### src/hdl/assert_macros.svh
// ----------------------------------------------------------------------------
// assert_macros.svh
// Assertion helpers for the base64 decoder RTL.
// ----------------------------------------------------------------------------
`ifndef ASSERT_MACROS_SVH
`define ASSERT_MACROS_SVH

`ifndef SYNTHESIS
`define B64D_ASSERT(name, clk, rst_n, prop, msg) \
  name: assert property (@(posedge clk) disable iff (!rst_n) prop) else $error(msg);
`define B64D_ASSERT_IMPL(name, clk, rst_n, ante, cons, msg) \
  name: assert property (@(posedge clk) disable iff (!rst_n) (ante) |-> (cons)) else $error(msg);
`else
`define B64D_ASSERT(name, clk, rst_n, prop, msg)
`define B64D_ASSERT_IMPL(name, clk, rst_n, ante, cons, msg)
`endif

`endif

### src/hdl/b64d_pkg.sv
// ----------------------------------------------------------------------------
// b64d_pkg
// Shared types, constants and the alphabet lookup for the base64 decoder.
// ----------------------------------------------------------------------------
package b64d_pkg;

  localparam logic [7:0] PAD_CHAR = 8'h3D;

  typedef enum logic [1:0] {
    KIND_DATA   = 2'd0,
    KIND_OK     = 2'd1,
    KIND_HALTED = 2'd2,
    KIND_LENGTH = 2'd3
  } b64d_kind_t;

  // One entry per accepted character that yields results.
  typedef struct packed {
    logic [2:0][7:0] bytes;
    logic [1:0]      nbytes;
    logic            has_status;
    b64d_kind_t      status;
  } b64d_job_t;

  // bit 6 set: not in the alphabet
  function automatic logic [6:0] sextet_of(input logic [7:0] c);
    logic [6:0] s;
    s = 7'h40;
    if (c >= 8'h41 && c <= 8'h5A) begin
      s = {1'b0, 6'(c - 8'h41)};
    end else if (c >= 8'h61 && c <= 8'h7A) begin
      s = {1'b0, 6'(c - 8'h61 + 8'd26)};
    end else if (c >= 8'h30 && c <= 8'h39) begin
      s = {1'b0, 6'(c - 8'h30 + 8'd52)};
    end else if (c == 8'h2B) begin
      s = 7'd62;
    end else if (c == 8'h2F) begin
      s = 7'd63;
    end
    return s;
  endfunction

endpackage

### src/hdl/b64d_front.sv
// ----------------------------------------------------------------------------
// b64d_front
// Accepts characters, tracks quantum state and builds result jobs.
// ----------------------------------------------------------------------------
`include "assert_macros.svh"

module b64d_front
  import b64d_pkg::*;
(
  input  logic       clk,
  input  logic       rst_n,
  input  logic       in_tvalid,
  output logic       in_tready,
  input  logic [7:0] in_tdata,   // [7:0] char_code
  input  logic       in_tlast,   // end_of_message
  input  logic       q_full,
  output logic       q_push,
  output b64d_job_t  q_job
);

  logic [1:0]  pos_r, pos_nxt;
  logic [17:0] held_r, held_nxt;
  logic        pad_r, pad_nxt;
  logic        halted_r, halted_nxt;

  logic        accept;
  logic [6:0]  sx;
  logic        invalid;
  logic        is_pad;
  logic [17:0] held_cur;
  logic        pad_cur;
  logic [5:0]  s1, s2, s3;
  b64d_job_t   job;

  assign in_tready = !q_full;
  assign accept    = in_tvalid && in_tready;
  assign sx        = sextet_of(in_tdata);
  assign invalid   = sx[6];
  assign is_pad    = (in_tdata == PAD_CHAR);

  assign held_cur = (pos_r == 2'd0) ? 18'd0 : held_r;
  assign pad_cur  = (pos_r == 2'd0) ? 1'b0 : pad_r;
  assign s1 = held_cur[17:12];
  assign s2 = held_cur[11:6];
  assign s3 = held_cur[5:0];

  always_comb begin
    held_nxt   = held_r;
    pad_nxt    = pad_r;
    halted_nxt = halted_r;
    pos_nxt    = pos_r + 2'd1;
    job        = '0;
    job.status = KIND_OK;
    job.bytes[0] = {s1, s2[5:4]};
    job.bytes[1] = {s2[3:0], s3[5:2]};
    job.bytes[2] = {s3[1:0], sx[5:0]};
    if (!halted_r) begin
      held_nxt = held_cur;
      pad_nxt  = pad_cur;
      if (pos_r == 2'd3) begin
        if (pad_cur) begin
          job.nbytes = 2'd1;
        end else if (is_pad) begin
          job.nbytes = 2'd2;
        end else if (invalid) begin
          halted_nxt = 1'b1;
        end else begin
          job.nbytes = 2'd3;
        end
      end else if (pos_r == 2'd2 && is_pad) begin
        pad_nxt  = 1'b1;
        held_nxt = {held_cur[11:0], 6'd0};
      end else if (invalid) begin
        halted_nxt = 1'b1;
      end else begin
        held_nxt = {held_cur[11:0], sx[5:0]};
      end
    end
    if (in_tlast) begin
      job.has_status = 1'b1;
      if (pos_r != 2'd3) begin
        job.status = KIND_LENGTH;
      end else if (halted_nxt) begin
        job.status = KIND_HALTED;
      end else begin
        job.status = KIND_OK;
      end
      pos_nxt    = 2'd0;
      held_nxt   = '0;
      pad_nxt    = 1'b0;
      halted_nxt = 1'b0;
    end
  end

  assign q_job  = job;
  assign q_push = accept && (job.has_status || job.nbytes != 2'd0);

  always_ff @(posedge clk) begin
    if (!rst_n) begin
      pos_r    <= '0;
      held_r   <= '0;
      pad_r    <= 1'b0;
      halted_r <= 1'b0;
    end else if (accept) begin
      pos_r    <= pos_nxt;
      held_r   <= held_nxt;
      pad_r    <= pad_nxt;
      halted_r <= halted_nxt;
    end
  end

  `B64D_ASSERT(a_eom_clears, clk, rst_n, (accept && in_tlast) |=> (pos_r == 2'd0 && !halted_r), "state not cleared after end of message")

endmodule

### src/hdl/b64d_queue.sv
// ----------------------------------------------------------------------------
// b64d_queue
// Small register FIFO of jobs between front and back.
// ----------------------------------------------------------------------------
`include "assert_macros.svh"

module b64d_queue
  import b64d_pkg::*;
#(
  parameter int DEPTH = 4
) (
  input  logic      clk,
  input  logic      rst_n,
  input  logic      push,
  input  b64d_job_t push_job,
  output logic      full,
  input  logic      pop,
  output logic      not_empty,
  output b64d_job_t head_job
);

  localparam int PTR_W = (DEPTH > 1) ? $clog2(DEPTH) : 1;
  localparam int CNT_W = $clog2(DEPTH + 1);
  localparam logic [PTR_W-1:0] LAST_PTR = PTR_W'(DEPTH - 1);
  localparam logic [CNT_W-1:0] FULL_CNT = CNT_W'(DEPTH);

  b64d_job_t        mem_r [DEPTH];
  logic [PTR_W-1:0] wr_ptr_r, rd_ptr_r;
  logic [CNT_W-1:0] count_r;

  assign full      = (count_r == FULL_CNT);
  assign not_empty = (count_r != '0);
  assign head_job  = mem_r[rd_ptr_r];

  always_ff @(posedge clk) begin
    if (push) begin
      mem_r[wr_ptr_r] <= push_job;
    end
  end

  always_ff @(posedge clk) begin
    if (!rst_n) begin
      wr_ptr_r <= '0;
      rd_ptr_r <= '0;
      count_r  <= '0;
    end else begin
      if (push) begin
        wr_ptr_r <= (wr_ptr_r == LAST_PTR) ? '0 : wr_ptr_r + PTR_W'(1);
      end
      if (pop) begin
        rd_ptr_r <= (rd_ptr_r == LAST_PTR) ? '0 : rd_ptr_r + PTR_W'(1);
      end
      if (push && !pop) begin
        count_r <= count_r + CNT_W'(1);
      end else if (pop && !push) begin
        count_r <= count_r - CNT_W'(1);
      end
    end
  end

  `B64D_ASSERT_IMPL(a_no_overflow, clk, rst_n, push, !full, "push into full queue")
  `B64D_ASSERT_IMPL(a_no_underflow, clk, rst_n, pop, not_empty, "pop from empty queue")

endmodule

### src/hdl/b64d_back.sv
// ----------------------------------------------------------------------------
// b64d_back
// Unpacks jobs into single result words behind an output register.
// ----------------------------------------------------------------------------
`include "assert_macros.svh"

module b64d_back
  import b64d_pkg::*;
(
  input  logic       clk,
  input  logic       rst_n,
  input  logic       job_valid,
  input  b64d_job_t  job,
  output logic       job_pop,
  output logic       out_tvalid,
  input  logic       out_tready,
  output logic [7:0] out_tdata,   // [7:0] out_byte
  output logic [1:0] out_tuser,   // [1:0] kind
  output logic       out_tlast    // last_of_run
);

  logic [1:0] idx_r, idx_nxt;
  logic       vld_r;
  logic [7:0] byte_r;
  b64d_kind_t kind_r;
  logic       last_r;

  logic       load;
  logic       is_byte;
  logic       is_last;
  logic [7:0] cur_byte;

  assign load    = job_valid && (!vld_r || out_tready);
  assign is_byte = (idx_r < job.nbytes);
  assign is_last = job.has_status ? (idx_r == job.nbytes)
                                  : (idx_r == job.nbytes - 2'd1);
  assign job_pop = load && is_last;
  assign idx_nxt = is_last ? 2'd0 : idx_r + 2'd1;

  always_comb begin
    case (idx_r)
      2'd0:    cur_byte = job.bytes[0];
      2'd1:    cur_byte = job.bytes[1];
      2'd2:    cur_byte = job.bytes[2];
      default: cur_byte = 8'd0;
    endcase
  end

  always_ff @(posedge clk) begin
    if (!rst_n) begin
      vld_r <= 1'b0;
      idx_r <= '0;
    end else begin
      if (load) begin
        vld_r <= 1'b1;
        idx_r <= idx_nxt;
      end else if (out_tready) begin
        vld_r <= 1'b0;
      end
    end
  end

  always_ff @(posedge clk) begin
    if (load) begin
      byte_r <= is_byte ? cur_byte : 8'd0;
      kind_r <= is_byte ? KIND_DATA : job.status;
      last_r <= is_last;
    end
  end

  assign out_tvalid = vld_r;
  assign out_tdata  = byte_r;
  assign out_tuser  = kind_r;
  assign out_tlast  = last_r;

  `B64D_ASSERT_IMPL(a_idx_has_job, clk, rst_n, idx_r != 2'd0, job_valid, "mid-job index without a job")

endmodule

### src/hdl/base64_stream_decoder_core.sv
// ----------------------------------------------------------------------------
// base64_stream_decoder_core
// Streaming base64 decoder, one character in per word, one result out per word.
// ----------------------------------------------------------------------------
// Input channel in_*: one character per word in in_tdata, in_tlast marks the
// final character of a message. Output channel out_*: out_tdata is a decoded
// byte or zero, out_tuser is the kind (data, ok, halted, length error) and
// out_tlast flags the final result caused by one input character.
// A character is taken every cycle while the job queue has room. A character
// that completes a valid quantum or ends a message queues one job; the back end
// sends one result word per cycle while out_tready is high; a job gives one to
// four words. With an empty queue and a free output register, the first result
// of a character passes through the queue and then the output register. Input
// throughput is one character per cycle while the queue has room; output is one
// word per cycle while out_tready is high, set by the single output register,
// and the queue of QUEUE_DEPTH jobs absorbs bursts. When the receiver stalls the
// output register holds, the queue fills and in_tready drops only when full.
// Synchronous reset clears the quantum state, the queue and the output valid.
// ----------------------------------------------------------------------------
module base64_stream_decoder_core
  import b64d_pkg::*;
#(
  parameter int QUEUE_DEPTH = 4
) (
  input  logic       clk,
  input  logic       rst_n,
  input  logic       in_tvalid,
  output logic       in_tready,
  input  logic [7:0] in_tdata,   // [7:0] char_code
  input  logic       in_tlast,   // end_of_message
  output logic       out_tvalid,
  input  logic       out_tready,
  output logic [7:0] out_tdata,  // [7:0] out_byte
  output logic [1:0] out_tuser,  // [1:0] kind
  output logic       out_tlast   // last_of_run
);

  logic      q_full;
  logic      q_push;
  logic      q_pop;
  logic      q_not_empty;
  b64d_job_t q_in_job;
  b64d_job_t q_head_job;

  b64d_front u_front (
    .clk       (clk),
    .rst_n     (rst_n),
    .in_tvalid (in_tvalid),
    .in_tready (in_tready),
    .in_tdata  (in_tdata),
    .in_tlast  (in_tlast),
    .q_full    (q_full),
    .q_push    (q_push),
    .q_job     (q_in_job)
  );

  b64d_queue #(
    .DEPTH (QUEUE_DEPTH)
  ) u_queue (
    .clk       (clk),
    .rst_n     (rst_n),
    .push      (q_push),
    .push_job  (q_in_job),
    .full      (q_full),
    .pop       (q_pop),
    .not_empty (q_not_empty),
    .head_job  (q_head_job)
  );

  b64d_back u_back (
    .clk        (clk),
    .rst_n      (rst_n),
    .job_valid  (q_not_empty),
    .job        (q_head_job),
    .job_pop    (q_pop),
    .out_tvalid (out_tvalid),
    .out_tready (out_tready),
    .out_tdata  (out_tdata),
    .out_tuser  (out_tuser),
    .out_tlast  (out_tlast)
  );

endmodule
### config.mk
export PLATFORM = sky130hd
export DESIGN_NAME = base64_stream_decoder_core
export DESIGN_NICKNAME = d
export VERILOG_FILES = /design/src/hdl/b64d_pkg.sv /design/src/hdl/b64d_front.sv /design/src/hdl/b64d_queue.sv /design/src/hdl/b64d_back.sv /design/src/hdl/base64_stream_decoder_core.sv
export VERILOG_INCLUDE_DIRS = /design/src /design/src/hdl
export SDC_FILE = /design/constraint.sdc
export NUM_CORES = 1
export LEC_CHECK = 0
export BUFFER_PORTS_ARGS = -buffer_cell sky130_fd_sc_hd__buf_4
export CAP_MARGIN = 10
export CORE_MARGIN = 2
export CORE_UTILIZATION = 55
export DETAILED_ROUTE_END_ITERATION = 8
export PLACE_DENSITY_LB_ADDON = 0.25
export SLEW_MARGIN = 20
export SYNTH_ARGS = -nofsm -noshare
export SYNTH_HDL_FRONTEND = slang
export SYNTH_SLANG_ARGS = --single-unit
### constraint.sdc
create_clock -name clk -period 3.3 [get_ports clk]
set_input_delay 0.165 -clock clk [delete_from_list [all_inputs] [get_ports clk]]
set_output_delay 0.165 -clock clk [all_outputs]
set_load 0.05 [all_outputs]
# After elaboration in Yosys (flattened, before gate mapping)
# Memory sizes are Yosys's and may differ from the RTL's. A register that Yosys moved wholly into a read port is not among the register bits.
# Index checks and enable logic that the tools add are counted.
# classes
add_sub_neg	12
magnitude_cmp	7
eq_ne	14
n_mux	45
n_reduce_logical	23
# op_table
operator	count
18-bit 2-to-1 mux	6
7-bit 2-to-1 mux	5
2-bit 2-to-1 mux	13
8-bit by 6-bit == test with 1-bit output (second input constant)	3
8-bit case mux with 3 select lines	1
1-bit 2-to-1 mux	17
8-bit by 7-bit greater-or-equal comparator with 1-bit output (second input constant)	2
8-bit by 7-bit less-or-equal comparator with 1-bit output (second input constant)	2
6-bit subtractor (second input constant)	2
2-bit == test (second input constant)	5
1-bit logical AND	10
3-bit 2-to-1 mux	3
2-bit by 1-bit adder with 2-bit output (second input constant)	4
8-bit by 6-bit greater-or-equal comparator with 1-bit output (second input constant)	1
8-bit by 6-bit less-or-equal comparator with 1-bit output (second input constant)	1
6-bit by 5-bit adder with 6-bit output (second input constant)	1
6-bit adder (second input constant)	1
2-bit nonzero test	3
6-bit by 1-bit subtractor with 6-bit output (second input constant)	1
2-bit == test	2
1-bit logical NOT	4
2-bit logical NOT	2
2-bit != test (second input constant)	2
3-bit by 1-bit adder with 3-bit output (second input constant)	1
other kinds (8)	9
# word_totals
reg_bits	43
ram_bits	116
inputBits	13
output_inout_bits	13
wordCells	114
memories	1
# mem_list
memory	depth	width	rd	rd_clocked_by_memory_dff	wr	line_no	text
u_queue.mem_r	4	29	1	1	1	b64d_queue.sv:27	b64d_job_t mem_r [DEPTH];

# Depth between registers and ports, before layout
# logic_depth
ltp_word	20
ltp_mapped	14

# Hierarchy
# From an unflattened synthesis, not the netlist that was laid out.
# unflattened
cells_unflattened	452
area_unflattened_um2	7068.0
# by_module_without_submodules
mod	n_inst	cells_per_inst	area_each_um2	seq_area_each_um2
b64d_queue	1	195	4652.0	3663.5
b64d_front	1	193	1669.1	440.4
b64d_back	1	64	747.0	390.4

# Worst setup path before layout
# OpenSTA, ideal clock, no wires.
# synth_path
path_type	input port to flip-flop
start	in in_tdata[2]
end	reg u_queue.count_r[2]
t_arrival_ns	3.052
t_required_ns	3.224
setup_slack_ns	0.173
stages	14
path_cell_list	buf_2 inv_1 ha_1 buf_4 nor2b_1 o211a_1 o2111a_1 a221oi_4 ha_1 inv_1 fa_1 xor2_1 or3_1 a21boi_0
# synth_via
elab_chain_len	17
word_cells_on_any_way	30
# synth_lines
item	line_no	text
start: declaration	base64_stream_decoder_core.sv:29	input logic [7:0] in_tdata,
branches (longest 7 deep; another with 8-bit by 6-bit greater-or-equal comparator with 1-bit output)	n/a	
2-bit 2-to-1 mux *	b64d_front.sv:63	end else if (is_pad) begin
2-bit 2-to-1 mux *	b64d_front.sv:61	if (pad_cur) begin
2-bit 2-to-1 mux *	b64d_front.sv:60	if (pos_r == 2'd3) begin
2-bit 2-to-1 mux *	b64d_front.sv:57	if (!halted_r) begin
2-bit nonzero test *	b64d_front.sv:96	assign q_push = accept && (job.has_status || job.nbytes != 2'd0);
1-bit logical OR *	b64d_front.sv:96	
1-bit logical AND *	b64d_front.sv:96	
net q_push	base64_stream_decoder_core.sv:39	logic q_push;
1-bit logical NOT	b64d_queue.sv:55	end else if (pop && !push) begin
1-bit logical AND	b64d_queue.sv:55	
2-bit nonzero test (no line)	n/a	
end signal: assignment	b64d_queue.sv:54	count_r <= count_r + CNT_W'(1);
end signal: assignment	b64d_queue.sv:56	count_r <= count_r - CNT_W'(1);
end: declaration	b64d_queue.sv:29	logic [CNT_W-1:0] count_r;
# Mark *: on every way through the listed nets, which the timed path passes.
# A chain may end at the register's enable or synchronous reset.

==> flow_metrics.tcl <==
set metrics [dict create \
    drv_cap 0 \
    area_growth_pct 14.6 \
    regToRegSetupSlack_ns 0.19 \
    wl_microns 14500 \
    critPathMaxStageDelay_ns 0.53 \
    worstSetupStartpointType "flip-flop" \
    crit_type "flip-flop to flip-flop" \
    hold-path-cell-count 1 \
    synth_enable_flop_cells 127 \
    synth_top_area_frac 0.531 \
    path_buf_inv 1 \
    first_pass_iters 5 \
    cp.arrival_ns 3.45 \
    coreArea_sq_mm 0.0127 \
    drtIter0Drc 329 \
    grt_overflow 0 \
    rows 41 \
    io_buffers 25 \
    place_congestion 0.873 \
    fin_setup_tns_ns 0 \
    yosysSeqAreaShare 0.625 \
    power.leakage_nw 2.90 \
    die_x_microns 118 \
    syn_avg_cell_area_sq_um 15.1 \
    synth_nets 514 \
    p_switching_mw 1.78 \
    hold_viol_final 0 \
    status "finished, final reports clean" \
    instances_no_fill 693 \
    cts.hold.buffers_added 0 \
    clock_path_buffers 2 \
    cts_root_buf "clkbuf_16" \
    final_net_count 546 \
    synth_cells 476 \
    clkLatencyLatePin_ns 0.42 \
    cts.sinks 161 \
    grt_max_degree 30 \
    timing.final.max_slew_violations 0 \
    reg2reg_depth 11 \
    cts_setup_buffers 0 \
    async_reset_ff_frac 0 \
    numCtsBuffers 17 \
    drc 0 \
    dp_hpwl_microns 9270 \
    worstMarginPinSlew_ns 1.02 \
    avgViaCountPerCell 6.02 \
    synth.most_common_cell "edfxtp_1" \
    setup_violations 0 \
    worstPathRequired_ns 3.65 \
    fp.dieH_microns 118 \
    clkPwrFrac 0.342 \
    cts-resized-gates 0 \
    p_comb_frac 0.252 \
    relSlewSlack 0.313 \
    antenna_found_initial 0 \
    hold_end "u_queue.mem_r[2][2]" \
    cp_slowest_cell "mux4_2" \
    cp-end-kind "flip-flop" \
    track_usage 0.219 \
    fin_crit_ns 3.11 \
    ir_drop_uv 466 \
    crit_top_cell "ha_1" \
    synthTopCellsByCount "edfxtp_1, dfxtp_1, mux4_2, nor2b_1, nand2_1" \
    path_delay_family "adder cells" \
    ys_dominant_reg_cell "edfxtp_1" \
    fin_crit_sh 0.941 \
    worst-path-max-fanout 5 \
    grt_pass1_vias 4274 \
    synth_area_leaders "edfxtp_1, dfxtp_1, mux4_2" \
    p_int_mw 4.34 \
    synth_seq_cells 161 \
    p_seq_frac 0.406 \
    wl_per_cell_microns 20.9 \
    regToRegEndpoint "u_queue.count_r[2]" \
    drtAntennaViolNets 0 \
    grt_pass1_wl_microns 23100 \
    hp-class "primary input to flip-flop" \
    ios 26 \
    synth_top_cell_by_area "edfxtp_1" \
    p_per_area_mw_per_mm2 744 \
    crit_chain "mux4_2, ha_1, nand3_1, o31ai_4, nand2_1, ha_1, inv_1, fa_1, xor2_1, or3_1, a21boi_0" \
    yosysUniqueCellTypes 62 \
    placedCellCount 661 \
    maxClockFrequency_mhz 322 \
    rsz0062_at_grt "no" \
    swShare 0.291 \
    clk_pin_slew_ns 0.06 \
    drive_gt1_frac 0.203 \
    htree_levels 4 \
    cts_tree "done" \
    routed-via-count 4172 \
    syn_area_sq_mm 0.00719 \
    dieArea_sq_mm 0.0140 \
    skew_ns 0.00850 \
    n_antenna_cell 0 \
    start_util 0.567 \
    hp-start "in_tlast" \
    yosysWarnings 0 \
]
## how the worst max path moves through the flow
| stage | to | slack (ns) | cells after the start |
|---|---|---|---|
| finish | u_queue.count_r[2] | 0.19 | 11 |
| global route | u_queue.count_r[2] | 0.005 | 11 |
| CTS | u_queue.count_r[2] | 0.15 | 11 |
| detailed placement | u_queue.count_r[2] | 0.11 | 13 |
| global placement | u_queue.count_r[2] | 0.18 | 13 |
| floorplan | u_queue.count_r[2] | 0.17 | 14 |
## cell usage in the layout, fill, tap and decap left out, drive strengths merged, types with 3 or more instances in the layout
cell type    n
clkbuf      21
o21a         4
a21boi       6
a221oi       4
a22oi        8
nor2b       29
edfxtp     127
ha          24
nand2b       3
o2bb2ai      4
a22o        14
a21oi       18
and3         6
nor3         7
mux2i        3
bufinv       5
clkinv       5
and2         9
nor2        13
nand3       10
xnor2        4
nand2       30
buf         34
inv         21
mux4        29
a21o         3
o21ai       11
dfxtp       34
## power groups by stage
stage	logic, mW	registers [mW]	clock network, mW
after detailed placement	1.55	2.53	0
after CTS	1.56	2.49	2.12
after global routing	1.66	2.50	2.21
after global placement	1.52	2.52	0
final	1.55	2.48	2.10
after floorplan	0.892	2.77	0
## per-layer routing
layer  up-vias  share of wire  GRT usage
met4         0          0.024     0.0934
met1      2124           0.43      0.287
met2       116           0.51      0.359
li1       1905              -          -
met5         -              0          0
met3        27          0.041     0.0401
## kinds of logic after synthesis
family / count (synthesis) / share of synthesized area
flops: 161 / 0.625
buf+inv: 42 / 0.0263
xor+xnor: 7 / 0.0104
fa+ha+maj: 25 / 0.0446
simple gates: 115 / 0.0897
mux: 32 / 0.0951
compound gates: 94 / 0.108
## cell type report
class / count / area, sq um
Clock buffer: 21 / 450
Clock inverter: 11 / 185
Fill cell: 917 / 4440
Inverter: 21 / 78.8
Multi-Input combinational cell: 273 / 2500
Sequential cell: 161 / 4500
Tap cell: 172 / 215
Timing Repair Buffer: 34 / 305
## metrics by stage
| stage | hold slack, ns | area [sq um] | utilization | power (mW) | worst slack (ns) |
|---|---|---|---|---|---|
| after floorplan | 0.264 | 7190 | - | 3.66 | 0.173 |
| after global placement | 0.439 | 7600 | 0.600 | 4.04 | 0.183 |
| after detailed placement | 0.445 | 7600 | 0.600 | 4.08 | 0.106 |
| after CTS | 0.00497 | 8230 | 0.650 | 6.17 | 0.147 |
| after global routing | 0.0215 | 8230 | 0.650 | 6.37 | 0.00474 |
| final | 0.0228 | 8230 | 0.650 | 6.13 | 0.194 |
## flip-flops by register name (all words and copies together) (netlist names), named ones only
register / cells
u_back.out_tuser: 2
u_front.halted_r: 1
u_queue.rd_ptr_r: 2
u_back.out_tdata: 8
u_front.held_r: 18
u_back.out_tlast: 1
u_front.pad_r: 1
u_queue.count_r: 3
u_back.out_tvalid: 1
u_queue.mem_r: 116
u_queue.wr_ptr_r: 2
u_back.idx_r: 2
u_front.pos_r: 2
Note: power is estimated with default switching activity, not from simulation.
